==> config.mk <==
export PLATFORM = sky130hd
export DESIGN_NAME = mep_cfg_regs
export DESIGN_NICKNAME = d
export VERILOG_FILES = /design/src/sv/mep_pkg.sv /design/src/sv/mep_cfg_regs.sv
export SDC_FILE = /design/constraint.sdc
export NUM_CORES = 1
export LEC_CHECK = 0
export ABC_AREA = 1
export BUFFER_PORTS_ARGS = -buffer_cell sky130_fd_sc_hd__buf_4
export CAP_MARGIN = 20
export CORE_MARGIN = 2
export CORE_UTILIZATION = 54
export DETAILED_ROUTE_END_ITERATION = 6
export PLACE_DENSITY = 0.86
export SLEW_MARGIN = 15
export SYNTH_ARGS = -nofsm -noshare
export SYNTH_HDL_FRONTEND = slang
export SYNTH_SLANG_ARGS = --single-unit
export TNS_END_PERCENT = 100
==> constraint.sdc <==
create_clock -name clk -period 1.4 [get_ports clk]
set_input_delay 0.07 -clock clk [delete_from_list [all_inputs] [get_ports clk]]
set_output_delay 0.07 -clock clk [all_outputs]
set_load 0.1 [all_outputs]
==> src/sv/mep_pkg.sv <==
`timescale 1ns / 1ps

package mep_pkg;

    // Field and word widths
    localparam int COORD_W    = 8;
    localparam int COORD_MAX  = 255;
    localparam int ITER_W     = 16;
    localparam int CLASS_W    = 3;
    localparam int PIX_X_W    = 9;
    localparam int Q_W        = 32;
    localparam int ZOOM_W     = 31;
    localparam int FRAC_BITS  = 28;
    localparam int PROD64_W   = 64;

    // Stream and register port widths
    localparam int IN_TDATA_W  = 16;
    localparam int OUT_TDATA_W = 40;
    localparam int APB_ADDR_W  = 4;
    localparam int APB_DATA_W  = 32;
    localparam int REG_IDX_W   = 2;

    // Defaults handed to the top level
    localparam int GRID_SIZE_DEF   = 200;
    localparam int QUEUE_DEPTH_DEF = 2;
    localparam int SCREEN_WIDTH    = 320;

    // Register indexes
    localparam logic [REG_IDX_W-1:0] REG_MAX_ITER  = 2'd0;
    localparam logic [REG_IDX_W-1:0] REG_CENTER_RE = 2'd1;
    localparam logic [REG_IDX_W-1:0] REG_CENTER_IM = 2'd2;
    localparam logic [REG_IDX_W-1:0] REG_ZOOM      = 2'd3;

    // Register reset values
    localparam logic [ITER_W-1:0]        MAX_ITER_RST  = 16'd50;
    localparam logic signed [Q_W-1:0]    CENTER_RST    = 32'sd0;
    localparam logic [ZOOM_W-1:0]        ZOOM_RST      = 31'd536870912;

    // Colour classes
    localparam logic [CLASS_W-1:0] CLS_NONE      = 3'd0;
    localparam logic [CLASS_W-1:0] CLS_BLACK     = 3'd1;
    localparam logic [CLASS_W-1:0] CLS_DARK_BLUE = 3'd2;
    localparam logic [CLASS_W-1:0] CLS_LIGHT_RED = 3'd3;
    localparam logic [CLASS_W-1:0] CLS_DARK_RED  = 3'd4;

    // |z|^2 limit of 4.0 in Q8.56
    localparam logic [PROD64_W-1:0] ESCAPE_LIMIT = 64'h0400_0000_0000_0000;

    localparam logic signed [PROD64_W-1:0] SAT_HI = 64'sd2147483647;
    localparam logic signed [PROD64_W-1:0] SAT_LO = -64'sd2147483648;

    typedef struct packed {
        logic [ITER_W-1:0]     max_iter;
        logic signed [Q_W-1:0] center_re;
        logic signed [Q_W-1:0] center_im;
        logic [ZOOM_W-1:0]     zoom;
    } cfg_t;

    // One mapped point on its way to the iteration engine
    typedef struct packed {
        logic signed [Q_W-1:0] c_re;
        logic signed [Q_W-1:0] c_im;
        logic [PIX_X_W-1:0]    pixel_x;
        logic [COORD_W-1:0]    pixel_y;
    } point_t;

    // Clamp a wide signed value to the Q4.28 range
    function automatic logic signed [Q_W-1:0] sat32(input logic signed [PROD64_W-1:0] v);
        logic signed [Q_W-1:0] res;
        if (v > SAT_HI) begin
            res = SAT_HI[Q_W-1:0];
        end
        else if (v < SAT_LO) begin
            res = SAT_LO[Q_W-1:0];
        end
        else begin
            res = v[Q_W-1:0];
        end
        return res;
    endfunction

    // Band the escape count by quarters of the limit
    function automatic logic [CLASS_W-1:0] color_class(input logic [ITER_W-1:0] count,
                                                       input logic [ITER_W-1:0] limit);
        logic [ITER_W:0]    quarter;
        logic [ITER_W:0]    half;
        logic [ITER_W:0]    three_q;
        logic [ITER_W:0]    cnt;
        logic [CLASS_W-1:0] cls;
        quarter = {3'b000, limit[ITER_W-1:2]};
        half    = {2'b00, limit[ITER_W-1:1]};
        three_q = quarter + {quarter[ITER_W-1:0], 1'b0};
        cnt     = {1'b0, count};
        if (count == limit) begin
            cls = CLS_BLACK;
        end
        else if (cnt < quarter) begin
            cls = CLS_NONE;
        end
        else if (cnt < half) begin
            cls = CLS_DARK_BLUE;
        end
        else if (cnt < three_q) begin
            cls = CLS_LIGHT_RED;
        end
        else begin
            cls = CLS_DARK_RED;
        end
        return cls;
    endfunction

endpackage

==> src/sv/mep_cfg_regs.sv <==
`timescale 1ns / 1ps

module mep_cfg_regs (
    input  logic                           clk,
    input  logic                           rst_n,
    input  logic                           psel,
    input  logic                           penable,
    input  logic                           pwrite,
    input  logic [mep_pkg::APB_ADDR_W-1:0] paddr,
    input  logic [mep_pkg::APB_DATA_W-1:0] pwdata,
    output logic [mep_pkg::APB_DATA_W-1:0] prdata,
    output logic                           pready,
    output mep_pkg::cfg_t                  cfg
);
    import mep_pkg::*;

    cfg_t                 cfg_reg;
    logic [REG_IDX_W-1:0] reg_idx;
    logic                 wr_en;

    assign reg_idx = paddr[APB_ADDR_W-1:2];
    assign wr_en   = psel && penable && pwrite && pready;
    assign pready  = 1'b1;
    assign cfg     = cfg_reg;

    // Write the addressed register on the access cycle
    always_ff @(posedge clk or negedge rst_n)
    begin
        if (!rst_n)
        begin
            cfg_reg.max_iter  <= MAX_ITER_RST;
            cfg_reg.center_re <= CENTER_RST;
            cfg_reg.center_im <= CENTER_RST;
            cfg_reg.zoom      <= ZOOM_RST;
        end
        else if (wr_en)
        begin
            case (reg_idx)
                REG_MAX_ITER:  cfg_reg.max_iter  <= pwdata[ITER_W-1:0];
                REG_CENTER_RE: cfg_reg.center_re <= $signed(pwdata[Q_W-1:0]);
                REG_CENTER_IM: cfg_reg.center_im <= $signed(pwdata[Q_W-1:0]);
                REG_ZOOM:      cfg_reg.zoom      <= pwdata[ZOOM_W-1:0];
                default:       cfg_reg           <= cfg_reg;
            endcase
        end
    end

    // Read back the addressed register
    always_comb
    begin
        case (reg_idx)
            REG_MAX_ITER:  prdata = APB_DATA_W'(cfg_reg.max_iter);
            REG_CENTER_RE: prdata = APB_DATA_W'($unsigned(cfg_reg.center_re));
            REG_CENTER_IM: prdata = APB_DATA_W'($unsigned(cfg_reg.center_im));
            REG_ZOOM:      prdata = APB_DATA_W'(cfg_reg.zoom);
            default:       prdata = '0;
        endcase
    end

endmodule

Word-level counts from Yosys, hierarchy flattened
Index checks and enable logic that the tools add are counted.
{ "totals": {"inputBits": 41, "wordCells": 15, "regBits": 111, "output_inout_bits": 144} }
{ "op_classes": {"eq_ne": 3, "muxes": 1, "n_reduce_logical": 7} }
{ "ops": {"columns": ["cell", "count"], "rows": [
  ["$pmux W32 S4", 1],
  ["$reduce_and A2 Y1", 4],
  ["$eq A2 B2 Y1 const B", 2],
  ["$eq A2 B1 Y1 const B", 1],
  ["$logic_and A1 B1 Y1", 2],
  ["$logic_not A2 Y1", 1]
]} }

Longest topological paths before layout
{ "depth": {"ltp_word": 3, "depth_mapped": 8, "ltp_nobuf": 6} }

Worst setup path after synthesis
Ideal clock, no wire load.
{ "synth_path": {"path_kind": "register to output", "startpoint": "reg cfg_reg, in the netlist cfg[63]", "endpoint": "out prdata[0] (netlist bit)", "stages_incl_launch_ff": 3, "setup_slack_ns": -0.549, "n_path_buf": 0, "arrival_time_ns": 1.879, "required_ns": 1.330, "cell_sequence": "dfrtp_1 nand3_1 nand4_1"} }
{ "synth_via": {"elab_chain_len": 1} }
{ "synth_lines": {"columns": ["item", "line_no", "rtl"], "rows": [
  ["start: declaration", "mep_cfg_regs.sv:17", "cfg_t cfg_reg;"],
  ["start signal: assignment", "mep_cfg_regs.sv:43", "default: cfg_reg <= cfg_reg;"],
  ["$pmux W32 S4", "mep_cfg_regs.sv:51", "case (reg_idx)"],
  ["end: declaration", "mep_cfg_regs.sv:11", "output logic [mep_pkg::APB_DATA_W-1:0] prdata,"]
]} }
Every way passes these cells.

Final worst setup path
{ "layout_path": {"startpoint": "reg cfg_reg, in the netlist cfg[99]", "endpoint": "out prdata[4] (netlist bit)"} }
Same word-level chain as after synthesis.

==> results.toml <==
[floorplanning]
design.die.area_um2 = 10300
ios = 185
floorplan.die.height_um = 102
core-area_um2 = 9240
dieWidth_um = 102
floorplan.initialDensity_pct = 55.7
row_count = 35

[power]
post-layout-total-power_mw = 15.8
switching_share_pct = 58.1
clock_power_share_pct = 11.5
power.leakage_nw = 3.94
pwr_per_cell_area_nw_per_um2 = 2030
total_internal_power_mw = 6.61
pwr-share-seq_pct = 30.8
power.switching_mw = 9.16
ir_worst_vdd_mv = 1.25
power.share.combinational_pct = 57.8

[timing]
report.final.hold_viol_count = 0
number_of_max_slew_violations_in_the_final_report = 0
worst_slack_ps = -46.2
final.setup.tns_ps = -108
timing.final.crit_period_ps = 1450
grt_setup_unrepaired = "yes"
final.period_utilization_pct = 103
fin_skew_ps = 0
fmax_ghz = 0.691
finalSetupViolations = 3

[yosys]
synth_edf_count = 0
synth_commonest_cells = "nand2_1 (399), dfrtp_1 (107), nand3_1 (63)"
yosys.cell_count.top_type = "nand2_1"
post_syn_instances = 645
dominantRegCellSynth = "dfrtp_1"
syn_area_cell_um2 = 7.98
syn_nets = 686
post-synth-top-area-fraction_pct = 52.0
synth_seq_area_share_pct = 54.0
netlist_area_um2 = 5150
ys_async_sr_fraction_pct = 100
postSynthRegisterBits = 111
synth_area_leader_cell = "dfrtp_1"
synth.lib_cells_used.distinct = 18
ys_warnings = 0
synthTopCellsByArea = "dfrtp_1 (52%), nand2_1 (29%), nand3_1 (6.1%)"

[global_route]
globalRouteOverflowTotal = 0
maximum_number_of_pins_on_one_net_before_global_route_repair = 47
grt_antenna_before_repair = 0
grt_total_usage_pct = 33.9
first_global_vias = 5299
grt_first_pass_wirelength_um = 27300

[placement]
finalWeightedCongestion = 0.888
hpwl_um = 11500
dpl_cell_area_um2 = 7130
count_of_input_and_output_buffers = 181

[layout]
layout.nets = 900
ff_latch_area_um2 = 3080
n_fill_cell = 517
fraction_of_layout_cells_with_a_size_suffix_above_1_pct = 46.6
final_area_um2 = 7770
areaGrowthSynthToFinish_pct = 50.9
n_antenna_cell = 0
area_taken_by_multi_input_logic_gates_um2 = 2310
final_util_pct = 84.1
largest_reg_flops = 111

[clocking]
cts_inserted_buffers = 9
cts-htree-levels = 3
tritoncts_clock_tree = "yes"
cts.root.buffer_cell = "clkbuf_8"
clock_insertion_delay_worst_skew_ps = 350
max-clock-path-buffers = 2
cts_sinks = 111
clock_transition_at_path_regs_ps = 100

[setup_path]
cp-end-kind = "primary output"
crit_type = "register to primary output"
crit_arrival_ps = 1380
worst-r2r-setup-slack_ps = 530
worstReg2RegEnd = "cfg[77]"
critical_path.startpoint_type = "register"
cp_data_required_time_ps = 1330
reg2reg_from = "cfg[77]"
cp_max_fo = 3
reg2regPathDepth = 3

[run_status]
outcome = "finished with violations"
failed_checks = "setup timing"

[hold_path]
worstHoldPathType = "input port to asynchronous set/reset pin"

[drt]
vias_post_dr = 5397
detail_route.drc_violations = 0
wl_per_cell_um = 17.3
length_of_the_first_detailed_routing_pass_in_iterations = 6
drtIter0Drc = 457
viasPerCell = 5.44
totalWireLength_um = 17200
drt.antenna.violating_nets = 0

[run]
max_cap_viol_count = 0
## cell type report
| cell class | count | share of cell area (%) |
|---|---|---|
| clock inverter | 5 | 0.547 |
| inverter | 6 | 0.435 |
| clock buffer | 11 | 1.82 |
| sequential | 111 | 39.6 |
| tap | 129 | 2.08 |
| timing repair buffer | 238 | 25.8 |
| multi-input combinational | 493 | 29.7 |
## how the worst max path moves through the flow
stage / start / end / slack, ps / cells after the start
after floorplan: cfg[96] / prdata[1] / -310 / 2
after global placement: paddr[2] / cfg[43] / 60 / 7
after detailed placement: paddr[2] / cfg[53] / -30 / 7
after CTS: cfg[99] / prdata[4] / -50 / 3
after global routing: cfg[96] / prdata[1] / -100 / 3
final: cfg[99] / prdata[4] / -50 / 3
## power groups by stage
stage | Sequential [mW] | Clock (mW) | Combinational [mW]
final | 4.85 | 1.81 | 9.11
after global routing | 4.91 | 1.95 | 9.39
after CTS | 4.81 | 1.82 | 9.00
after detailed placement | 4.86 | 0 | 8.88
after global placement | 4.83 | 0 | 8.76
after floorplan | 9.62 | 0 | 2.19
## through the flow
stage,std cells,setup slack [ps],hold WS [ps]
4_1_cts,990,-54.6,162
3_3_place_gp,941,63.8,13.9
6_report,993,-46.2,166
3_5_place_dp,941,-31.4,17.0
5_1_grt,993,-98.7,178
2_1_floorplan,645,-312,-226
## placed cells by master, fill, tap and decap left out, drive strengths merged
cell type	netlist	routed
nand2	406	406
buf	35	205
dfrtp	107	107
nand3	64	64
dlygate4sd3	0	33
nand4	16	16
clkbuf	0	11
nor2	6	6
inv	6	6
dfstp	4	4
clkinv	0	4
conb	1	1
clkinvlp	0	1
## logic make-up (layout without fill, tap and decap cells)
group,Yosys count,after routing,synth area share [%]
buffers and inverters,41,260,6.10
AND/OR/NAND/NOR,492,492,39.8
flip-flops,111,111,54.0
other,1,1,0.0728
## layer usage
metal,vias up,global-route usage [%],share of wire (%),wire (um)
li1,2429,-,-,-
met1,2666,46.9,40,6820
met2,289,55.9,50,8680
met3,13,6.83,9.2,1590
met4,0,7.59,0.75,129
met5,-,0,0,0
## worst max-delay path: stages, from the launching register on
cell and delay, ps:
dfstp_4 650, nand2_2 50, nand4_1 110, buf_8 210
## repair_timing
| action | 4_1_cts | 5_1_grt |
|---|---|---|
| hold buffers | 33 | 0 |
| pin swaps | 3 | 3 |
| resized for setup | 12 | 18 |
| setup endpoints to repair | 5 | 17 |
| setup buffers | 0 | 3 |
| cloned | 0 | 0 |
| endpoints found under the hold margin | 191 | 0 |
Note: power is estimated with default switching activity, not from simulation.
