## config.mk

```make
export PLATFORM = sky130hd
export DESIGN_NAME = mep_queue
export DESIGN_NICKNAME = d
export VERILOG_FILES = /design/src/sv/mep_pkg.sv /design/src/sv/mep_queue.sv
export SDC_FILE = /design/constraint.sdc
export NUM_CORES = 1
export LEC_CHECK = 0
export BUFFER_PORTS_ARGS = -buffer_cell sky130_fd_sc_hd__buf_2
export CORE_ASPECT_RATIO = 0.5
export CORE_MARGIN = 2
export CORE_UTILIZATION = 45
export CTS_CLUSTER_SIZE = 30
export DETAILED_ROUTE_END_ITERATION = 12
export GPL_TIMING_DRIVEN = 0
export PLACE_DENSITY = 0.78
export SETUP_SLACK_MARGIN = 0.4
export SLEW_MARGIN = 15
export SYNTH_ARGS = -nofsm -noshare
export SYNTH_HDL_FRONTEND = slang
export SYNTH_SLANG_ARGS = --single-unit
```

## constraint.sdc

```tcl
create_clock -name clk -period 8.28 [get_ports clk]
set_clock_uncertainty 0.1 [all_clocks]
set_input_delay 1.656 -clock clk [delete_from_list [all_inputs] [get_ports clk]]
set_output_delay 1.656 -clock clk [all_outputs]
set_load 0.01 [all_outputs]
```

## src/sv/mep_pkg.sv

```systemverilog
`timescale 1ns / 1ps

package mep_pkg;

    // Field and word widths
    localparam int COORD_W    = 8;
    localparam int COORD_MAX  = 255;
    localparam int ITER_W     = 16;
    localparam int CLASS_W    = 3;
    localparam int PIX_X_W    = 9;
    localparam int Q_W        = 32;
    localparam int ZOOM_W     = 31;
    localparam int FRAC_BITS  = 28;
    localparam int PROD64_W   = 64;

    // Stream and register port widths
    localparam int IN_TDATA_W  = 16;
    localparam int OUT_TDATA_W = 40;
    localparam int APB_ADDR_W  = 4;
    localparam int APB_DATA_W  = 32;
    localparam int REG_IDX_W   = 2;

    // Defaults handed to the top level
    localparam int GRID_SIZE_DEF   = 200;
    localparam int QUEUE_DEPTH_DEF = 2;
    localparam int SCREEN_WIDTH    = 320;

    // Register indexes
    localparam logic [REG_IDX_W-1:0] REG_MAX_ITER  = 2'd0;
    localparam logic [REG_IDX_W-1:0] REG_CENTER_RE = 2'd1;
    localparam logic [REG_IDX_W-1:0] REG_CENTER_IM = 2'd2;
    localparam logic [REG_IDX_W-1:0] REG_ZOOM      = 2'd3;

    // Register reset values
    localparam logic [ITER_W-1:0]        MAX_ITER_RST  = 16'd50;
    localparam logic signed [Q_W-1:0]    CENTER_RST    = 32'sd0;
    localparam logic [ZOOM_W-1:0]        ZOOM_RST      = 31'd536870912;

    // Colour classes
    localparam logic [CLASS_W-1:0] CLS_NONE      = 3'd0;
    localparam logic [CLASS_W-1:0] CLS_BLACK     = 3'd1;
    localparam logic [CLASS_W-1:0] CLS_DARK_BLUE = 3'd2;
    localparam logic [CLASS_W-1:0] CLS_LIGHT_RED = 3'd3;
    localparam logic [CLASS_W-1:0] CLS_DARK_RED  = 3'd4;

    // |z|^2 limit of 4.0 in Q8.56
    localparam logic [PROD64_W-1:0] ESCAPE_LIMIT = 64'h0400_0000_0000_0000;

    localparam logic signed [PROD64_W-1:0] SAT_HI = 64'sd2147483647;
    localparam logic signed [PROD64_W-1:0] SAT_LO = -64'sd2147483648;

    typedef struct packed {
        logic [ITER_W-1:0]     max_iter;
        logic signed [Q_W-1:0] center_re;
        logic signed [Q_W-1:0] center_im;
        logic [ZOOM_W-1:0]     zoom;
    } cfg_t;

    // One mapped point on its way to the iteration engine
    typedef struct packed {
        logic signed [Q_W-1:0] c_re;
        logic signed [Q_W-1:0] c_im;
        logic [PIX_X_W-1:0]    pixel_x;
        logic [COORD_W-1:0]    pixel_y;
    } point_t;

    // Clamp a wide signed value to the Q4.28 range
    function automatic logic signed [Q_W-1:0] sat32(input logic signed [PROD64_W-1:0] v);
        logic signed [Q_W-1:0] res;
        if (v > SAT_HI) begin
            res = SAT_HI[Q_W-1:0];
        end
        else if (v < SAT_LO) begin
            res = SAT_LO[Q_W-1:0];
        end
        else begin
            res = v[Q_W-1:0];
        end
        return res;
    endfunction

    // Band the escape count by quarters of the limit
    function automatic logic [CLASS_W-1:0] color_class(input logic [ITER_W-1:0] count,
                                                       input logic [ITER_W-1:0] limit);
        logic [ITER_W:0]    quarter;
        logic [ITER_W:0]    half;
        logic [ITER_W:0]    three_q;
        logic [ITER_W:0]    cnt;
        logic [CLASS_W-1:0] cls;
        quarter = {3'b000, limit[ITER_W-1:2]};
        half    = {2'b00, limit[ITER_W-1:1]};
        three_q = quarter + {quarter[ITER_W-1:0], 1'b0};
        cnt     = {1'b0, count};
        if (count == limit) begin
            cls = CLS_BLACK;
        end
        else if (cnt < quarter) begin
            cls = CLS_NONE;
        end
        else if (cnt < half) begin
            cls = CLS_DARK_BLUE;
        end
        else if (cnt < three_q) begin
            cls = CLS_LIGHT_RED;
        end
        else begin
            cls = CLS_DARK_RED;
        end
        return cls;
    endfunction

endpackage

```

## src/sv/mep_queue.sv

```systemverilog
`timescale 1ns / 1ps

module mep_queue #(
    parameter int DEPTH = mep_pkg::QUEUE_DEPTH_DEF
) (
    input  logic            clk,
    input  logic            rst_n,
    input  logic            in_valid,
    output logic            in_ready,
    input  mep_pkg::point_t in_data,
    output logic            out_valid,
    input  logic            out_ready,
    output mep_pkg::point_t out_data
);
    import mep_pkg::*;

    localparam int PTR_W   = (DEPTH > 1) ? $clog2(DEPTH) : 1;
    localparam int COUNT_W = $clog2(DEPTH + 1);

    localparam logic [PTR_W-1:0]   LAST_PTR  = PTR_W'(DEPTH - 1);
    localparam logic [COUNT_W-1:0] FULL_CNT  = COUNT_W'(DEPTH);

    point_t             entries_reg [DEPTH];
    logic [PTR_W-1:0]   wr_ptr_reg;
    logic [PTR_W-1:0]   rd_ptr_reg;
    logic [COUNT_W-1:0] count_reg;
    logic               push;
    logic               pop;

    assign in_ready  = (count_reg != FULL_CNT);
    assign out_valid = (count_reg != '0);
    assign out_data  = entries_reg[rd_ptr_reg];
    assign push      = in_valid && in_ready;
    assign pop       = out_valid && out_ready;

    // Store the pushed item
    always_ff @(posedge clk)
    begin
        if (push)
        begin
            entries_reg[wr_ptr_reg] <= in_data;
        end
    end

    // Advance pointers and fill count
    always_ff @(posedge clk or negedge rst_n)
    begin
        if (!rst_n)
        begin
            wr_ptr_reg <= '0;
            rd_ptr_reg <= '0;
            count_reg  <= '0;
        end
        else
        begin
            if (push)
            begin
                wr_ptr_reg <= (wr_ptr_reg == LAST_PTR) ? '0 : wr_ptr_reg + 1'b1;
            end
            if (pop)
            begin
                rd_ptr_reg <= (rd_ptr_reg == LAST_PTR) ? '0 : rd_ptr_reg + 1'b1;
            end
            if (push && !pop)
            begin
                count_reg <= count_reg + 1'b1;
            end
            else if (pop && !push)
            begin
                count_reg <= count_reg - 1'b1;
            end
        end
    end

    a_count_bound: assert property (@(posedge clk) disable iff (!rst_n)
        count_reg <= FULL_CNT)
        else $error("queue fill count beyond depth");

    a_empty_ptrs: assert property (@(posedge clk) disable iff (!rst_n)
        count_reg == '0 |-> rd_ptr_reg == wr_ptr_reg)
        else $error("empty queue with pointers apart");

    a_full_ptrs: assert property (@(posedge clk) disable iff (!rst_n)
        count_reg == FULL_CNT |-> rd_ptr_reg == wr_ptr_reg)
        else $error("full queue with pointers apart");

endmodule

```

======== After elaboration in Yosys (flattened, before gate mapping) ========
Memory sizes are Yosys's and may differ from the RTL's.
Index checks and enable logic that the tools add are counted.
storage, ports and cells
  RAM bits ................................ 162
  word-level logic and storage cells ...... 23
  memories ................................ 1
  register bits after elaboration ......... 4
  input bits .............................. 85
  output and inout bits ................... 83
memories
  name         words  width  rd ports  clocked after Yosys merged registers in  write ports  RTL line         text
  entries_reg  2      81     1         0                                        1            mep_queue.sv:23  point_t entries_reg [DEPTH];
operators by class
  reduce and logical (&&, ||, !) cells .... 8
  add/sub/neg operators ................... 4
  mux-type cells .......................... 6
  equality and inequality tests ........... 1
operators with widths
  operator                                                             count
  1-bit logical AND                                                    4
  1-bit two-way mux                                                    4
  2-bit two-way mux                                                    2
  2-bit nonzero test                                                   2
  1-bit adder (second input constant)                                  2
  2-bit by 1-bit adder with 2-bit output (second input constant)       1
  1-bit logical NOT                                                    2
  2-bit != test (second input constant)                                1
  2-bit by 1-bit subtractor with 2-bit output (second input constant)  1

======== Depth between registers and ports, before layout ========
  word-level depth ........................ 6
  gate-level depth with buffers ........... 7
  mapped depth without buffers ............ 7

======== Worst setup path before layout ========
No wires, ideal clock.
  path type ............................... input to register
  start ................................... input port in_valid
  end ..................................... memory entries_reg[0][0] (netlist name), enable pin
  buffers on the path ..................... 0
  path slack .............................. 2.534 ns
  setup time .............................. 0.521 ns
  stages on the path ...................... 2
  data required time ...................... 7.659 ns
  arrival ................................. 5.125 ns
  path through ............................ nand2_1 -> nor2_1
between the ends
  longest elaborated chain between the ends .. 3
RTL lines
  element                                  RTL line         text
  start: declaration                       mep_queue.sv:8   input logic in_valid,
  1-bit logical AND                        mep_queue.sv:33  assign push = in_valid && in_ready;
  1-bit two-way mux                        mep_queue.sv:39  if (push)
  1-bit two-way mux (not written as such)  mep_queue.sv:41  entries_reg[wr_ptr_reg] <= in_data;
  end: declaration                         mep_queue.sv:23
Every way passes these cells.

==> impl_metrics.yaml <==
outcome:
  outcome: "completed"
clocking:
  clkLatencyLatePin_ns: 0.41
  root_buffer: "clkbuf_16"
  cts_buffers: 17
  cts_sinks: 166
  cts_max_path_buffers: 2
  post_cts_buffers: 0
  cts_resized: 0
  cts_tree: "yes"
  htreeDepth: 4
  cts.clk_slew.worst_paths_ns: 0.06
  cts_hold_buffers: 0
pwr:
  p_int_mw: 2.23
  p_switching_mw: 0.843
  power.total_mw: 3.07
  pwr-share-comb: 0.336
  power.leakage_nw: 3.34
  power.clock.fraction: 0.274
  peakVddDrop_mv: 0.193
  p_sw_frac: 0.275
  power_frac_seq: 0.390
  cellPowerDensity_nw_per_um2: 372
routing:
  wire_per_inst_um: 17.3
  via_per_inst: 4.57
  vias: 3038
  drc_errors: 0
  drtAntennaViolNets: 0
  firstDrtPassIters: 5
  drt_iter0_markers: 135
  drt_wl_total_um: 11500
timing:
  hold_violations: 0
  worstMarginPinSlew_ns: 0.521
  setup-tns-final_ns: 0
  finalMaxSlewViolations: 0
  fin_crit_sh: 0.408
  rsz0062_at_grt: "false"
  max_freq_mhz: 296
  fin_crit_ns: 3.38
  setup-violations-final: 0
  relSlewSlack: 0.653
  postLayoutSetupSlackWorst_ns: 4.90
worst_setup_path:
  required_ns: 6.52
  crit_arrival_ns: 1.62
  path_cells: "buf_6 > buf_12 > mux2_4 > buf_2"
  cp-end-kind: "output port"
  criticalPathCategory: "reg -> out"
  cpPeakStageDelay_ns: 0.35
  crit_slowest_cell: "dfrtp_1"
  reg2reg_to: "entries_reg[1][37]"
  rr_startpoint: "count_reg[0]"
  worstPathMaxFanout: 10
  reg2reg_slack_ns: 6.38
  cp_num_buf_inv: 3
  cp-start-kind: "register"
  cp_top_family: "buffers and inverters"
  reg2reg_depth: 3
floorplanning:
  die_h_um: 88.6
  die_x_um: 173
  rows: 30
  initial_core_util: 0.467
  ios: 168
  core-area_um2: 13800
  die_area_um2: 15300
place:
  dp_hpwl_um: 8010
  globalplace.congestion: 0.698
  dp_cells: 633
  place_area_um2: 7610
  preCtsSetupSlack_ns: 5.19
  port_buffers: 167
global_route:
  overflow: 0
  grt_pass1_vias: 3296
  grtUsageTotal: 0.151
  grt_first_pass_wirelength_um: 17300
  grt_max_degree: 50
  antenna_found_initial: 0
layout:
  nNetsFinal: 546
  syn_to_final_growth_pct: 28.3
  fin_area_um2: 8260
  largest_reg_flops: 162
  multi_input_area_um2: 1310
  fillers: 1037
  final_cells: 665
  layout-drive-gt1-share: 0.619
  seqCellArea_um2: 4960
  insertedDiodeCount: 0
yosys:
  yosys_warnings: 0
  ys_ff_latch: 166
  synth.top_cells.by_area: "edfxtp_1 (76%), mux2_4 (18%), buf_12 (2.5%)"
  netlist_area_um2: 6440
  synth_top_area_share: 0.756
  yosysUniqueCellTypes: 15
  avgSynthCellArea_um2: 23.8
  yosysTopAreaCell: "edfxtp_1"
  ys_seq_area_frac: 0.771
  synthCells: 270
  syn_nets: 356
hold_path:
  hold_depth: 1
  min-delay-start: "count_reg[1]"
  hp-class: "reg -> reg"
  holdPathEnd: "count_reg[1]"
run:
  cap_violations: 0
## area by class of cell
class,instances,share of cell area
clock inverters,10,0.0206
clock buffers,22,0.0574
flip-flops and latches,166,0.601
well taps,192,0.0291
multi-input cells,94,0.159
inverters,1,0.000454
plain buffers,9,0.0208
repair buffers,171,0.112
## power groups by stage
stage | clock network (mW) | logic, mW | registers, mW
2_1_floorplan | 0 | 0.713 | 1.22
3_3_place_gp | 0 | 0.999 | 1.24
3_5_place_dp | 0 | 1.05 | 1.22
4_1_cts | 0.859 | 1.06 | 1.20
5_1_grt | 0.891 | 1.10 | 1.22
6_report | 0.841 | 1.03 | 1.20
## cell families (layout without fill, tap and decap cells)
family / after synthesis / in the layout / synth area share
fa+ha+maj: 1 / 1 / 0.00194
flops: 166 / 166 / 0.771
simple gates: 7 / 7 / 0.00525
xor+xnor: 5 / 5 / 0.00680
mux: 81 / 81 / 0.188
buf+inv: 10 / 213 / 0.0272
## cells in the mapped netlist
master,count
buf_6,1
xnor2_1,3
mux2_2,2
nand2b_1,1
and3_1,1
inv_1,1
nor2_1,2
ha_1,1
edfxtp_1,162
xor2_1,2
mux2_4,79
dfrtp_1,4
or2_1,1
nand2_1,2
buf_12,8
## cells in the final DEF, fill, tap and decap left out
cell / n
buf_2: 167
or2_1: 1
edfxtp_1: 162
mux2_2: 2
nor2_1: 1
nor2_4: 1
mux2_4: 79
bufinv_16: 4
xnor2_1: 3
buf_6: 1
clkbuf_1: 2
xor2_1: 2
and3_4: 1
nand2b_1: 1
dfrtp_1: 4
clkbuf_16: 17
clkinvlp_4: 2
inv_1: 1
nand2_1: 2
clkbuf_8: 3
buf_12: 11
ha_1: 1
buf_16: 1
clkinv_4: 4
## worst max-delay path by stage
stage                          start                  to  slack [ns]  depth (start not counted)
after floorplan             in_valid   entries_reg[0][0]        2.53                          2
after global placement      in_valid  entries_reg[0][44]        0.63                          3
after detailed placement    in_valid  entries_reg[1][44]        5.19                          3
after CTS                 rd_ptr_reg        out_data[54]        4.87                          4
after global routing      rd_ptr_reg        out_data[31]        4.83                          4
final                     rd_ptr_reg        out_data[31]        4.90                          4
## metal layers
metal / up-vias / routed length [µm] / track usage
li1: 1453 / - / -
met1: 1519 / 4470 / 0.164
met4: 0 / 102 / 0.0508
met5: - / 0 / 0
met2: 56 / 6570 / 0.300
met3: 10 / 340 / 0.0326
## metrics by stage
| step | hold WS [ns] | utilization |
|---|---|---|
| finish | 0.410 | 0.600 |
| global route | 0.427 | 0.600 |
| CTS | 0.410 | 0.600 |
| detailed placement | 0.396 | 0.553 |
| global placement | 0.376 | 0.546 |
| floorplan | 0.356 | - |
Note: power is estimated with default switching activity, not from simulation.
