[src/sv/mep_pkg.sv]
`timescale 1ns / 1ps

package mep_pkg;

    // Field and word widths
    localparam int COORD_W    = 8;
    localparam int COORD_MAX  = 255;
    localparam int ITER_W     = 16;
    localparam int CLASS_W    = 3;
    localparam int PIX_X_W    = 9;
    localparam int Q_W        = 32;
    localparam int ZOOM_W     = 31;
    localparam int FRAC_BITS  = 28;
    localparam int PROD64_W   = 64;

    // Stream and register port widths
    localparam int IN_TDATA_W  = 16;
    localparam int OUT_TDATA_W = 40;
    localparam int APB_ADDR_W  = 4;
    localparam int APB_DATA_W  = 32;
    localparam int REG_IDX_W   = 2;

    // Defaults handed to the top level
    localparam int GRID_SIZE_DEF   = 200;
    localparam int QUEUE_DEPTH_DEF = 2;
    localparam int SCREEN_WIDTH    = 320;

    // Register indexes
    localparam logic [REG_IDX_W-1:0] REG_MAX_ITER  = 2'd0;
    localparam logic [REG_IDX_W-1:0] REG_CENTER_RE = 2'd1;
    localparam logic [REG_IDX_W-1:0] REG_CENTER_IM = 2'd2;
    localparam logic [REG_IDX_W-1:0] REG_ZOOM      = 2'd3;

    // Register reset values
    localparam logic [ITER_W-1:0]        MAX_ITER_RST  = 16'd50;
    localparam logic signed [Q_W-1:0]    CENTER_RST    = 32'sd0;
    localparam logic [ZOOM_W-1:0]        ZOOM_RST      = 31'd536870912;

    // Colour classes
    localparam logic [CLASS_W-1:0] CLS_NONE      = 3'd0;
    localparam logic [CLASS_W-1:0] CLS_BLACK     = 3'd1;
    localparam logic [CLASS_W-1:0] CLS_DARK_BLUE = 3'd2;
    localparam logic [CLASS_W-1:0] CLS_LIGHT_RED = 3'd3;
    localparam logic [CLASS_W-1:0] CLS_DARK_RED  = 3'd4;

    // |z|^2 limit of 4.0 in Q8.56
    localparam logic [PROD64_W-1:0] ESCAPE_LIMIT = 64'h0400_0000_0000_0000;

    localparam logic signed [PROD64_W-1:0] SAT_HI = 64'sd2147483647;
    localparam logic signed [PROD64_W-1:0] SAT_LO = -64'sd2147483648;

    typedef struct packed {
        logic [ITER_W-1:0]     max_iter;
        logic signed [Q_W-1:0] center_re;
        logic signed [Q_W-1:0] center_im;
        logic [ZOOM_W-1:0]     zoom;
    } cfg_t;

    // One mapped point on its way to the iteration engine
    typedef struct packed {
        logic signed [Q_W-1:0] c_re;
        logic signed [Q_W-1:0] c_im;
        logic [PIX_X_W-1:0]    pixel_x;
        logic [COORD_W-1:0]    pixel_y;
    } point_t;

    // Clamp a wide signed value to the Q4.28 range
    function automatic logic signed [Q_W-1:0] sat32(input logic signed [PROD64_W-1:0] v);
        logic signed [Q_W-1:0] res;
        if (v > SAT_HI) begin
            res = SAT_HI[Q_W-1:0];
        end
        else if (v < SAT_LO) begin
            res = SAT_LO[Q_W-1:0];
        end
        else begin
            res = v[Q_W-1:0];
        end
        return res;
    endfunction

    // Band the escape count by quarters of the limit
    function automatic logic [CLASS_W-1:0] color_class(input logic [ITER_W-1:0] count,
                                                       input logic [ITER_W-1:0] limit);
        logic [ITER_W:0]    quarter;
        logic [ITER_W:0]    half;
        logic [ITER_W:0]    three_q;
        logic [ITER_W:0]    cnt;
        logic [CLASS_W-1:0] cls;
        quarter = {3'b000, limit[ITER_W-1:2]};
        half    = {2'b00, limit[ITER_W-1:1]};
        three_q = quarter + {quarter[ITER_W-1:0], 1'b0};
        cnt     = {1'b0, count};
        if (count == limit) begin
            cls = CLS_BLACK;
        end
        else if (cnt < quarter) begin
            cls = CLS_NONE;
        end
        else if (cnt < half) begin
            cls = CLS_DARK_BLUE;
        end
        else if (cnt < three_q) begin
            cls = CLS_LIGHT_RED;
        end
        else begin
            cls = CLS_DARK_RED;
        end
        return cls;
    endfunction

endpackage

[src/sv/mep_mapper.sv]
`timescale 1ns / 1ps

module mep_mapper #(
    parameter int GRID_SIZE = mep_pkg::GRID_SIZE_DEF
) (
    input  logic                        clk,
    input  logic                        rst_n,
    input  mep_pkg::cfg_t               cfg,
    input  logic                        in_valid,
    output logic                        in_ready,
    input  logic [mep_pkg::COORD_W-1:0] column,
    input  logic [mep_pkg::COORD_W-1:0] row,
    output logic                        out_valid,
    input  logic                        out_ready,
    output mep_pkg::point_t             out_point
);
    import mep_pkg::*;

    // Offset range of 2*pos - GRID_SIZE and the product widths that follow
    localparam int SPAN_HI   = (2 * COORD_MAX > GRID_SIZE) ? 2 * COORD_MAX - GRID_SIZE : 0;
    localparam int MAG_MAX   = (GRID_SIZE > SPAN_HI) ? GRID_SIZE : SPAN_HI;
    localparam int MAG_W     = $clog2(MAG_MAX + 1);
    localparam int GRID_W    = $clog2(GRID_SIZE + 1);
    localparam int DIFF_W    = ((COORD_W + 1 > GRID_W) ? COORD_W + 1 : GRID_W) + 1;
    localparam int PROD_W    = MAG_W + ZOOM_W;
    localparam int DIV_BITS  = 4;
    localparam int DIV_STEPS = (PROD_W + DIV_BITS - 1) / DIV_BITS;
    localparam int PAD_W     = DIV_STEPS * DIV_BITS;
    localparam int REM_W     = $clog2(GRID_SIZE) + 1;
    localparam int STEP_W    = (DIV_STEPS > 1) ? $clog2(DIV_STEPS) : 1;
    localparam int SUM_W     = ((PROD_W + 1 > Q_W) ? PROD_W + 1 : Q_W) + 1;
    localparam int MARGIN    = (GRID_SIZE < SCREEN_WIDTH) ? (SCREEN_WIDTH - GRID_SIZE) / 2 : 0;

    localparam logic [REM_W-1:0]         DIVISOR   = REM_W'(GRID_SIZE);
    localparam logic signed [DIFF_W-1:0] GRID_DIFF = DIFF_W'(GRID_SIZE);
    localparam logic [STEP_W-1:0]        LAST_STEP = STEP_W'(DIV_STEPS - 1);
    localparam logic [PIX_X_W-1:0]       MARGIN_X  = PIX_X_W'(MARGIN);

    localparam logic [1:0] ST_IDLE = 2'd0;
    localparam logic [1:0] ST_MUL  = 2'd1;
    localparam logic [1:0] ST_DIV  = 2'd2;
    localparam logic [1:0] ST_PUSH = 2'd3;

    logic [1:0]         state_reg;
    logic [1:0]         state_next;
    logic [STEP_W-1:0]  step_reg;
    logic [COORD_W-1:0] col_reg;
    logic [COORD_W-1:0] row_reg;
    logic               neg_re_reg;
    logic               neg_im_reg;
    logic [PAD_W-1:0]   num_re_reg;
    logic [PAD_W-1:0]   num_im_reg;
    logic [PAD_W-1:0]   quo_re_reg;
    logic [PAD_W-1:0]   quo_im_reg;
    logic [REM_W-1:0]   rem_re_reg;
    logic [REM_W-1:0]   rem_im_reg;

    logic signed [DIFF_W-1:0] diff_re;
    logic signed [DIFF_W-1:0] diff_im;
    logic signed [DIFF_W-1:0] abs_re;
    logic signed [DIFF_W-1:0] abs_im;
    logic [MAG_W-1:0]         mag_re;
    logic [MAG_W-1:0]         mag_im;
    logic [REM_W-1:0]         rem_re_step;
    logic [REM_W-1:0]         rem_im_step;
    logic [DIV_BITS-1:0]      quo_re_step;
    logic [DIV_BITS-1:0]      quo_im_step;
    logic signed [SUM_W-1:0]  qmag_re;
    logic signed [SUM_W-1:0]  qmag_im;
    logic signed [SUM_W-1:0]  val_re;
    logic signed [SUM_W-1:0]  val_im;
    logic signed [SUM_W-1:0]  sum_re;
    logic signed [SUM_W-1:0]  sum_im;

    // Restoring division by the grid size, DIV_BITS quotient bits per call
    function automatic logic [REM_W+DIV_BITS-1:0] div_step(input logic [REM_W-1:0]    rem_in,
                                                         input logic [DIV_BITS-1:0] bits_in);
        logic [REM_W-1:0]    rem;
        logic [DIV_BITS-1:0] quo;
        rem = rem_in;
        quo = '0;
        for (int i = DIV_BITS - 1; i >= 0; i--) begin
            rem = {rem[REM_W-2:0], bits_in[i]};
            if (rem >= DIVISOR) begin
                rem    = rem - DIVISOR;
                quo[i] = 1'b1;
            end
        end
        return {rem, quo};
    endfunction

    // Signed offsets from the grid centre and their magnitudes
    always_comb
    begin
        diff_re = $signed({{(DIFF_W - COORD_W - 1){1'b0}}, col_reg, 1'b0}) - GRID_DIFF;
        diff_im = $signed({{(DIFF_W - COORD_W - 1){1'b0}}, row_reg, 1'b0}) - GRID_DIFF;
        abs_re  = diff_re[DIFF_W-1] ? -diff_re : diff_re;
        abs_im  = diff_im[DIFF_W-1] ? -diff_im : diff_im;
        mag_re  = abs_re[MAG_W-1:0];
        mag_im  = abs_im[MAG_W-1:0];
    end

    assign {rem_re_step, quo_re_step} = div_step(rem_re_reg, num_re_reg[PAD_W-1 -: DIV_BITS]);
    assign {rem_im_step, quo_im_step} = div_step(rem_im_reg, num_im_reg[PAD_W-1 -: DIV_BITS]);

    // Restore the sign, add the real centre, subtract the imaginary centre and clamp
    always_comb
    begin
        qmag_re = $signed(SUM_W'(quo_re_reg[PROD_W-1:0]));
        qmag_im = $signed(SUM_W'(quo_im_reg[PROD_W-1:0]));
        val_re  = neg_re_reg ? -qmag_re : qmag_re;
        val_im  = neg_im_reg ? -qmag_im : qmag_im;
        sum_re  = val_re + SUM_W'(cfg.center_re);
        sum_im  = val_im - SUM_W'(cfg.center_im);
    end

    assign in_ready          = (state_reg == ST_IDLE);
    assign out_valid         = (state_reg == ST_PUSH);
    assign out_point.c_re    = sat32(PROD64_W'(sum_re));
    assign out_point.c_im    = sat32(PROD64_W'(sum_im));
    assign out_point.pixel_x = PIX_X_W'(col_reg) + MARGIN_X;
    assign out_point.pixel_y = row_reg;

    // Sequence one item through multiply, divide and push
    always_comb
    begin
        state_next = state_reg;
        case (state_reg)
            ST_IDLE: if (in_valid) state_next = ST_MUL;
            ST_MUL:  state_next = ST_DIV;
            ST_DIV:  if (step_reg == '0) state_next = ST_PUSH;
            ST_PUSH: if (out_ready) state_next = ST_IDLE;
            default: state_next = ST_IDLE;
        endcase
    end

    always_ff @(posedge clk or negedge rst_n)
    begin
        if (!rst_n)
        begin
            state_reg <= ST_IDLE;
            step_reg  <= '0;
        end
        else
        begin
            state_reg <= state_next;
            if (state_reg == ST_MUL)
            begin
                step_reg <= LAST_STEP;
            end
            else if (state_reg == ST_DIV && step_reg != '0)
            begin
                step_reg <= step_reg - 1'b1;
            end
        end
    end

    // Datapath: capture, scale by zoom, then shift the quotient out
    always_ff @(posedge clk)
    begin
        case (state_reg)
            ST_IDLE:
            begin
                if (in_valid)
                begin
                    col_reg <= column;
                    row_reg <= row;
                end
            end
            ST_MUL:
            begin
                num_re_reg <= PAD_W'(PROD_W'(mag_re) * PROD_W'(cfg.zoom));
                num_im_reg <= PAD_W'(PROD_W'(mag_im) * PROD_W'(cfg.zoom));
                neg_re_reg <= diff_re[DIFF_W-1];
                neg_im_reg <= diff_im[DIFF_W-1];
                rem_re_reg <= '0;
                rem_im_reg <= '0;
            end
            ST_DIV:
            begin
                num_re_reg <= {num_re_reg[PAD_W-DIV_BITS-1:0], {DIV_BITS{1'b0}}};
                num_im_reg <= {num_im_reg[PAD_W-DIV_BITS-1:0], {DIV_BITS{1'b0}}};
                quo_re_reg <= {quo_re_reg[PAD_W-DIV_BITS-1:0], quo_re_step};
                quo_im_reg <= {quo_im_reg[PAD_W-DIV_BITS-1:0], quo_im_step};
                rem_re_reg <= rem_re_step;
                rem_im_reg <= rem_im_step;
            end
            default:
            begin
                col_reg <= col_reg;
            end
        endcase
    end

endmodule

[config.mk]
export PLATFORM = sky130hd
export DESIGN_NAME = mep_mapper
export DESIGN_NICKNAME = d
export VERILOG_FILES = /design/src/sv/mep_pkg.sv /design/src/sv/mep_mapper.sv
export SDC_FILE = /design/constraint.sdc
export NUM_CORES = 2
export LEC_CHECK = 0
export BUFFER_PORTS_ARGS = -buffer_cell sky130_fd_sc_hd__buf_2
export CORE_ASPECT_RATIO = 1.4
export CORE_UTILIZATION = 27
export DETAILED_ROUTE_END_ITERATION = 8
export GPL_ROUTABILITY_DRIVEN = 0
export PLACE_DENSITY = 0.46
export SLEW_MARGIN = 20
export SYNTH_ARGS = -nofsm -noshare
export SYNTH_HDL_FRONTEND = slang
export SYNTH_SLANG_ARGS = --single-unit
[constraint.sdc]
create_clock -name clk -period 20.7 [get_ports clk]
set_input_delay 1.035 -clock clk [delete_from_list [all_inputs] [get_ports clk]]
set_output_delay 1.035 -clock clk [all_outputs]
set_load 0.1 [all_outputs]
After elaboration in Yosys (flattened, before gate mapping)
Cells that the tools add are included.

storage, ports and cells
  flip-flop bits (word level) = 200
  input port bits = 131

cells by class
  reduce and logical (&&, ||, !) cells = 8
  mux-type cells = 34
  add/subtract/negate cells = 18
  magnitude comparators = 12
  multiply operators = 2
  eq/ne operators = 6

operator list
  cell                                                                     number
  40-bit one-hot mux with 2 select lines                                   2
  32-bit two-way mux                                                       4
  42-bit by 32-bit > comparator with 1-bit output (second input constant)  2
  42-bit by 32-bit < comparator with 1-bit output (second input constant)  2
  42-bit two-way mux                                                       2
  40-bit negation with 42-bit output                                       2
  9-bit by 31-bit multiplier with 40-bit output                            2
  9-bit by 8-bit >= comparator with 1-bit output (second input constant)   8
  8-bit two-way mux                                                        8
  8-bit subtractor (second input constant)                                 8
  42-bit by 32-bit adder with 42-bit output                                1
  42-bit by 32-bit subtractor with 42-bit output                           1
  8-bit one-hot mux with 2 select lines                                    2
  9-bit by 8-bit subtractor with 10-bit output (second input constant)     2
  9-bit two-way mux                                                        2
  9-bit negation                                                           2
  8-bit by 6-bit adder with 9-bit output (second input constant)           1
  1-bit two-way mux                                                        8
  4-bit two-way mux                                                        2
  2-bit one-hot mux with 4 select lines                                    1
  2-bit two-way mux                                                        3
  2-bit equality test (second input constant)                              2
  4-bit logical NOT                                                        1
  2-bit != test (second input constant)                                    2
  9 further kinds                                                          10

Longest topological paths before layout
  depth after elaboration = 9
  gate-level depth with buffers = 32
  gate-level depth less buffers = 30

Least setup slack after synthesis
OpenSTA, ideal clock, no wires.

  path type = reg-to-output
  from = register quo_im_reg[0]
  to = output out_point[45] (netlist bit)
  arrival = 6.942 ns
  slack = 12.723 ns
  stages on the path, launching flop included = 29
  path through = edfxtp_1 inv_1 ha_1 or4b_1 or3_1 inv_2 nand2_1 or3_1 or2_1 inv_2 nand2_1 or2_1 nand2b_1 nand2_1 xnor2_1 ha_1 clkbuf_1 a21oi_1 o21ai_0 a21oi_1 nor2b_1 o21ai_0 nand2b_1 a21oi_1 o41ai_1 xnor2_1 o21ai_1 buf_2 a31o_1

RTL lines
  element                 line               text
  from (decl)             mep_mapper.sv:54   logic [PAD_W-1:0] quo_im_reg;
  from (signal assigned)  mep_mapper.sv:184  quo_im_reg <= {quo_im_reg[PAD_W-DIV_BITS-1:0], quo_im_step};
  to (decl)               mep_mapper.sv:15   output mep_pkg::point_t out_point

==> summary by stage <==
STA
Setup repair after global routing left no endpoint under its margin. The final hold slack is 0.344 ns. The number of pins exceeding their max-slew limit in the final report is 0. Setup violations remaining at the end of the flow were counted as 0. The hold violation count in the final report is 0. The ratio of final minimum period to clock period is 41.7%. The final worst slack is 12.07 ns. The setup total negative slack is 0 ns. The worst pin sits at a relative slew slack of 39.4%. The peak clock frequency supported by timing is 0.116 GHz. The clock period minus worst slack is 8.63 ns.

The slew of the pin with the lowest slew margin is 0.904 ns. The clock skew after layout is 0.0135 ns.

Floorplan
The y dimension of the die is 411 um. The die area is 121000 um^2. The cell row count is 149.

The starting density of the core is 27.3%. The total area inside the core boundary comes to 118000 um^2. Measured along the x axis, the die boundary spans 294 um. The I/O pin count is 214.

Routing
The first detailed-routing pass took 5 iterations. The final routed DRC violation total is 0. The detailed-route via count is 24700. In this run, the number of DRC markers left after iteration 0 of detailed routing was 843. In this run the remaining antenna-violating nets after routing total 0. After detailed routing, the average wire length per cell comes to 16.3 um. The via-per-instance ratio is 4.62. For this block, the routed nets add up to 86700 um of wire.

Yosys
The most common flop cell mapped by yosys is sky130_fd_sc_hd__edfxtp_1. In the synthesized netlist the async set-or-reset flop fraction comes to 3.03%. The count of synthesis-stage warnings from yosys is 0.

After synthesis the cells add up to 32300 um^2. Synthesis produced a netlist whose cell count is 3641. The top-area cell type share of the netlist area is 21.8%. The synthesized net count is 4398. Counting flops with a built-in enable in the synthesized netlist gives 192. In the post-synthesis netlist, the biggest area contributors are sky130_fd_sc_hd__fa_1 22%, sky130_fd_sc_hd__edfxtp_1 18%, sky130_fd_sc_hd__ha_1 11%.

The number of different library cells used by synthesis comes to 87. The cell with the most instances after synthesis is sky130_fd_sc_hd__inv_1. In the synthesized netlist, the cells that appear most often are 583 x sky130_fd_sc_hd__inv_1, 352 x sky130_fd_sc_hd__fa_1, 348 x sky130_fd_sc_hd__and2_1.

The largest area contributor in the netlist is sky130_fd_sc_hd__fa_1. The register bit count reported by yosys is 198. The post-synthesis area per instance is 8.87 um^2. Summing the sequential cell areas from Yosys gives 18.3% of the chip area.

Worst setup path
At the worst endpoint, the required time is 19.67 ns. The critical path capture point type is an output port. For the worst setup path, the data arrival time is 7.59 ns. The largest fanout of any net on the critical path is 31. The kind of launch point of the worst setup path is a register. The category of the most critical setup path is register to output port. The setup check on the worst reg-to-reg path leaves a slack of 12.86 ns. The launch point of the worst reg-to-reg path is col_reg[2]$_DFFE_PP_. The number of cells traversed by the worst register-to-register path is 27. The critical register-to-register path endpoint is num_re_reg[39]$_DFFE_PP_.

Placed design
The post-placement setup slack is 12.53 ns. The number of port buffers is 197. The estimated wirelength of the detail-placed design is 69100 um.

Global routing
The initial antenna violation count is 4. The number of global-route vias before repair came to 26400. The global-route wire length before repair is 140000 um. After global routing the overflow that remains totals 0. Global routing used 14.7% of the available tracks across all layers.

Entering global routing, the biggest net connects 95 pins.

Clock network
The number of buffers added by the clock tree synthesis step is 17. The CTS tree is built. Counting along the longest clock path gives a buffer depth of 2.

The post-cts repair resize count is 0. The root buffer cell is sky130_fd_sc_hd__clkbuf_16. In this run the post-CTS setup repair buffer count came out at 0. The H-tree was split into 4 levels. The post-cts hold buffer count is 0. The total number of clock tree sinks is 198. The insertion delay of the later-clocked pin in the worst-skew pair is 0.51 ns. Clock-pin slew was measured on the worst setup and hold paths at 0.08 ns.

Final layout
The final layout contains 4495 nets. The layout cell share with drive strength beyond 1 is 9.28%. From synthesis to final layout, the design area changed by 10.2%.

Status
The run finished with clean final reports.

Run
The tool flagged a number of max-cap violations equal to 0.

Worst hold path
The tightest min-delay check is of the primary input to asynchronous set/reset pin type.
placed cells by master, fill, tap and decap left out, types with 141 or more instances in the layout:
master,count
sky130_fd_sc_hd__inv_1,583
sky130_fd_sc_hd__buf_2,197
sky130_fd_sc_hd__edfxtp_1,192
sky130_fd_sc_hd__nand2_1,235
sky130_fd_sc_hd__a21oi_1,143
sky130_fd_sc_hd__and2_1,348
sky130_fd_sc_hd__nor2b_1,141
sky130_fd_sc_hd__fa_1,352
sky130_fd_sc_hd__o21ai_0,173
sky130_fd_sc_hd__ha_1,272
sky130_fd_sc_hd__xnor2_1,156
critical path, cell delays in order, from the launching register on:
cell	delay (ns)
sky130_fd_sc_hd__edfxtp_1	0.40
sky130_fd_sc_hd__inv_1	0.13
sky130_fd_sc_hd__ha_1	0.20
sky130_fd_sc_hd__or4b_1	0.45
sky130_fd_sc_hd__or3_1	0.38
sky130_fd_sc_hd__inv_2	0.06
sky130_fd_sc_hd__nand2_1	0.09
sky130_fd_sc_hd__or3_1	0.39
sky130_fd_sc_hd__or2_1	0.28
sky130_fd_sc_hd__o21ai_0	0.21
sky130_fd_sc_hd__xnor2_1	0.18
sky130_fd_sc_hd__ha_1	0.34
sky130_fd_sc_hd__a211oi_1	0.26
sky130_fd_sc_hd__nor2_1	0.11
sky130_fd_sc_hd__o41ai_1	0.49
sky130_fd_sc_hd__a31oi_1	0.18
sky130_fd_sc_hd__nor3_1	0.72
sky130_fd_sc_hd__mux2_1	0.25
sky130_fd_sc_hd__a211oi_1	0.05
sky130_fd_sc_hd__or4_1	0.53
sky130_fd_sc_hd__nor3_1	0.16
sky130_fd_sc_hd__nand4_1	0.13
sky130_fd_sc_hd__o21ai_2	0.15
sky130_fd_sc_hd__buf_4	0.33
sky130_fd_sc_hd__a31o_1	0.20
sky130_fd_sc_hd__buf_2	0.42
stage by stage:
| stage | cells | utilization [%] | instance area (um^2) |
|---|---|---|---|
| 3_3_place_gp | 5303 | 29.6 | 35000 |
| 4_1_cts | 5334 | 30.1 | 35600 |
| 6_report | 5337 | 30.1 | 35600 |
| 3_5_place_dp | 5303 | 29.6 | 35000 |
| 5_1_grt | 5336 | 30.1 | 35600 |
| 2_1_floorplan | 3641 | - | 32300 |
logic make-up (layout without fill, tap and decap cells):
kind of cell               after synthesis  in the layout  share of synthesized area (%)
AOI/OAI and AO/OA                      741            741                           15.1
other                                    0              2                              0
muxes                                   19             19                          0.624
DFF                                    198            198                           18.3
and+or+nand+nor                       1084           1084                           18.3
adders and majority gates              626            626                           32.4
xor gates and xnor gates               239            239                           6.48
buffers and inverters                  734            843                           8.72
layout make-up:
class / count / area, um^2
antenna: 2 / 5.00
clock buffer: 18 / 429
clock inverter: 13 / 145
fill: 12800 / 82600
inverter: 586 / 2200
multi-input combinational: 2709 / 23700
sequential: 198 / 5920
tap: 1585 / 1980
timing repair buffer: 226 / 1220
how the worst max path moves through the flow:
| stage | startpoint | to |
|---|---|---|
| finish | quo_im_reg[0]$_DFFE_PP_ | out_point[41] |
| global route | quo_im_reg[0]$_DFFE_PP_ | out_point[41] |
| CTS | quo_im_reg[0]$_DFFE_PP_ | out_point[41] |
| detailed placement | quo_im_reg[0]$_DFFE_PP_ | out_point[41] |
| global placement | quo_im_reg[0]$_DFFE_PP_ | out_point[41] |
| floorplan | quo_im_reg[0]$_DFFE_PP_ | out_point[45] |
per-layer routing:
metal	wire length [um]	track usage (%)	share of wire [%]
met5	0	0	0
met1	35700	16.2	41
met2	47900	29.1	55
met3	1620	1.46	1.9
met4	1470	3.95	1.7
Power is left out: the tool's default activity adds up to more than one toggle a clock period on the data nets, which glitch-free logic cannot reach.
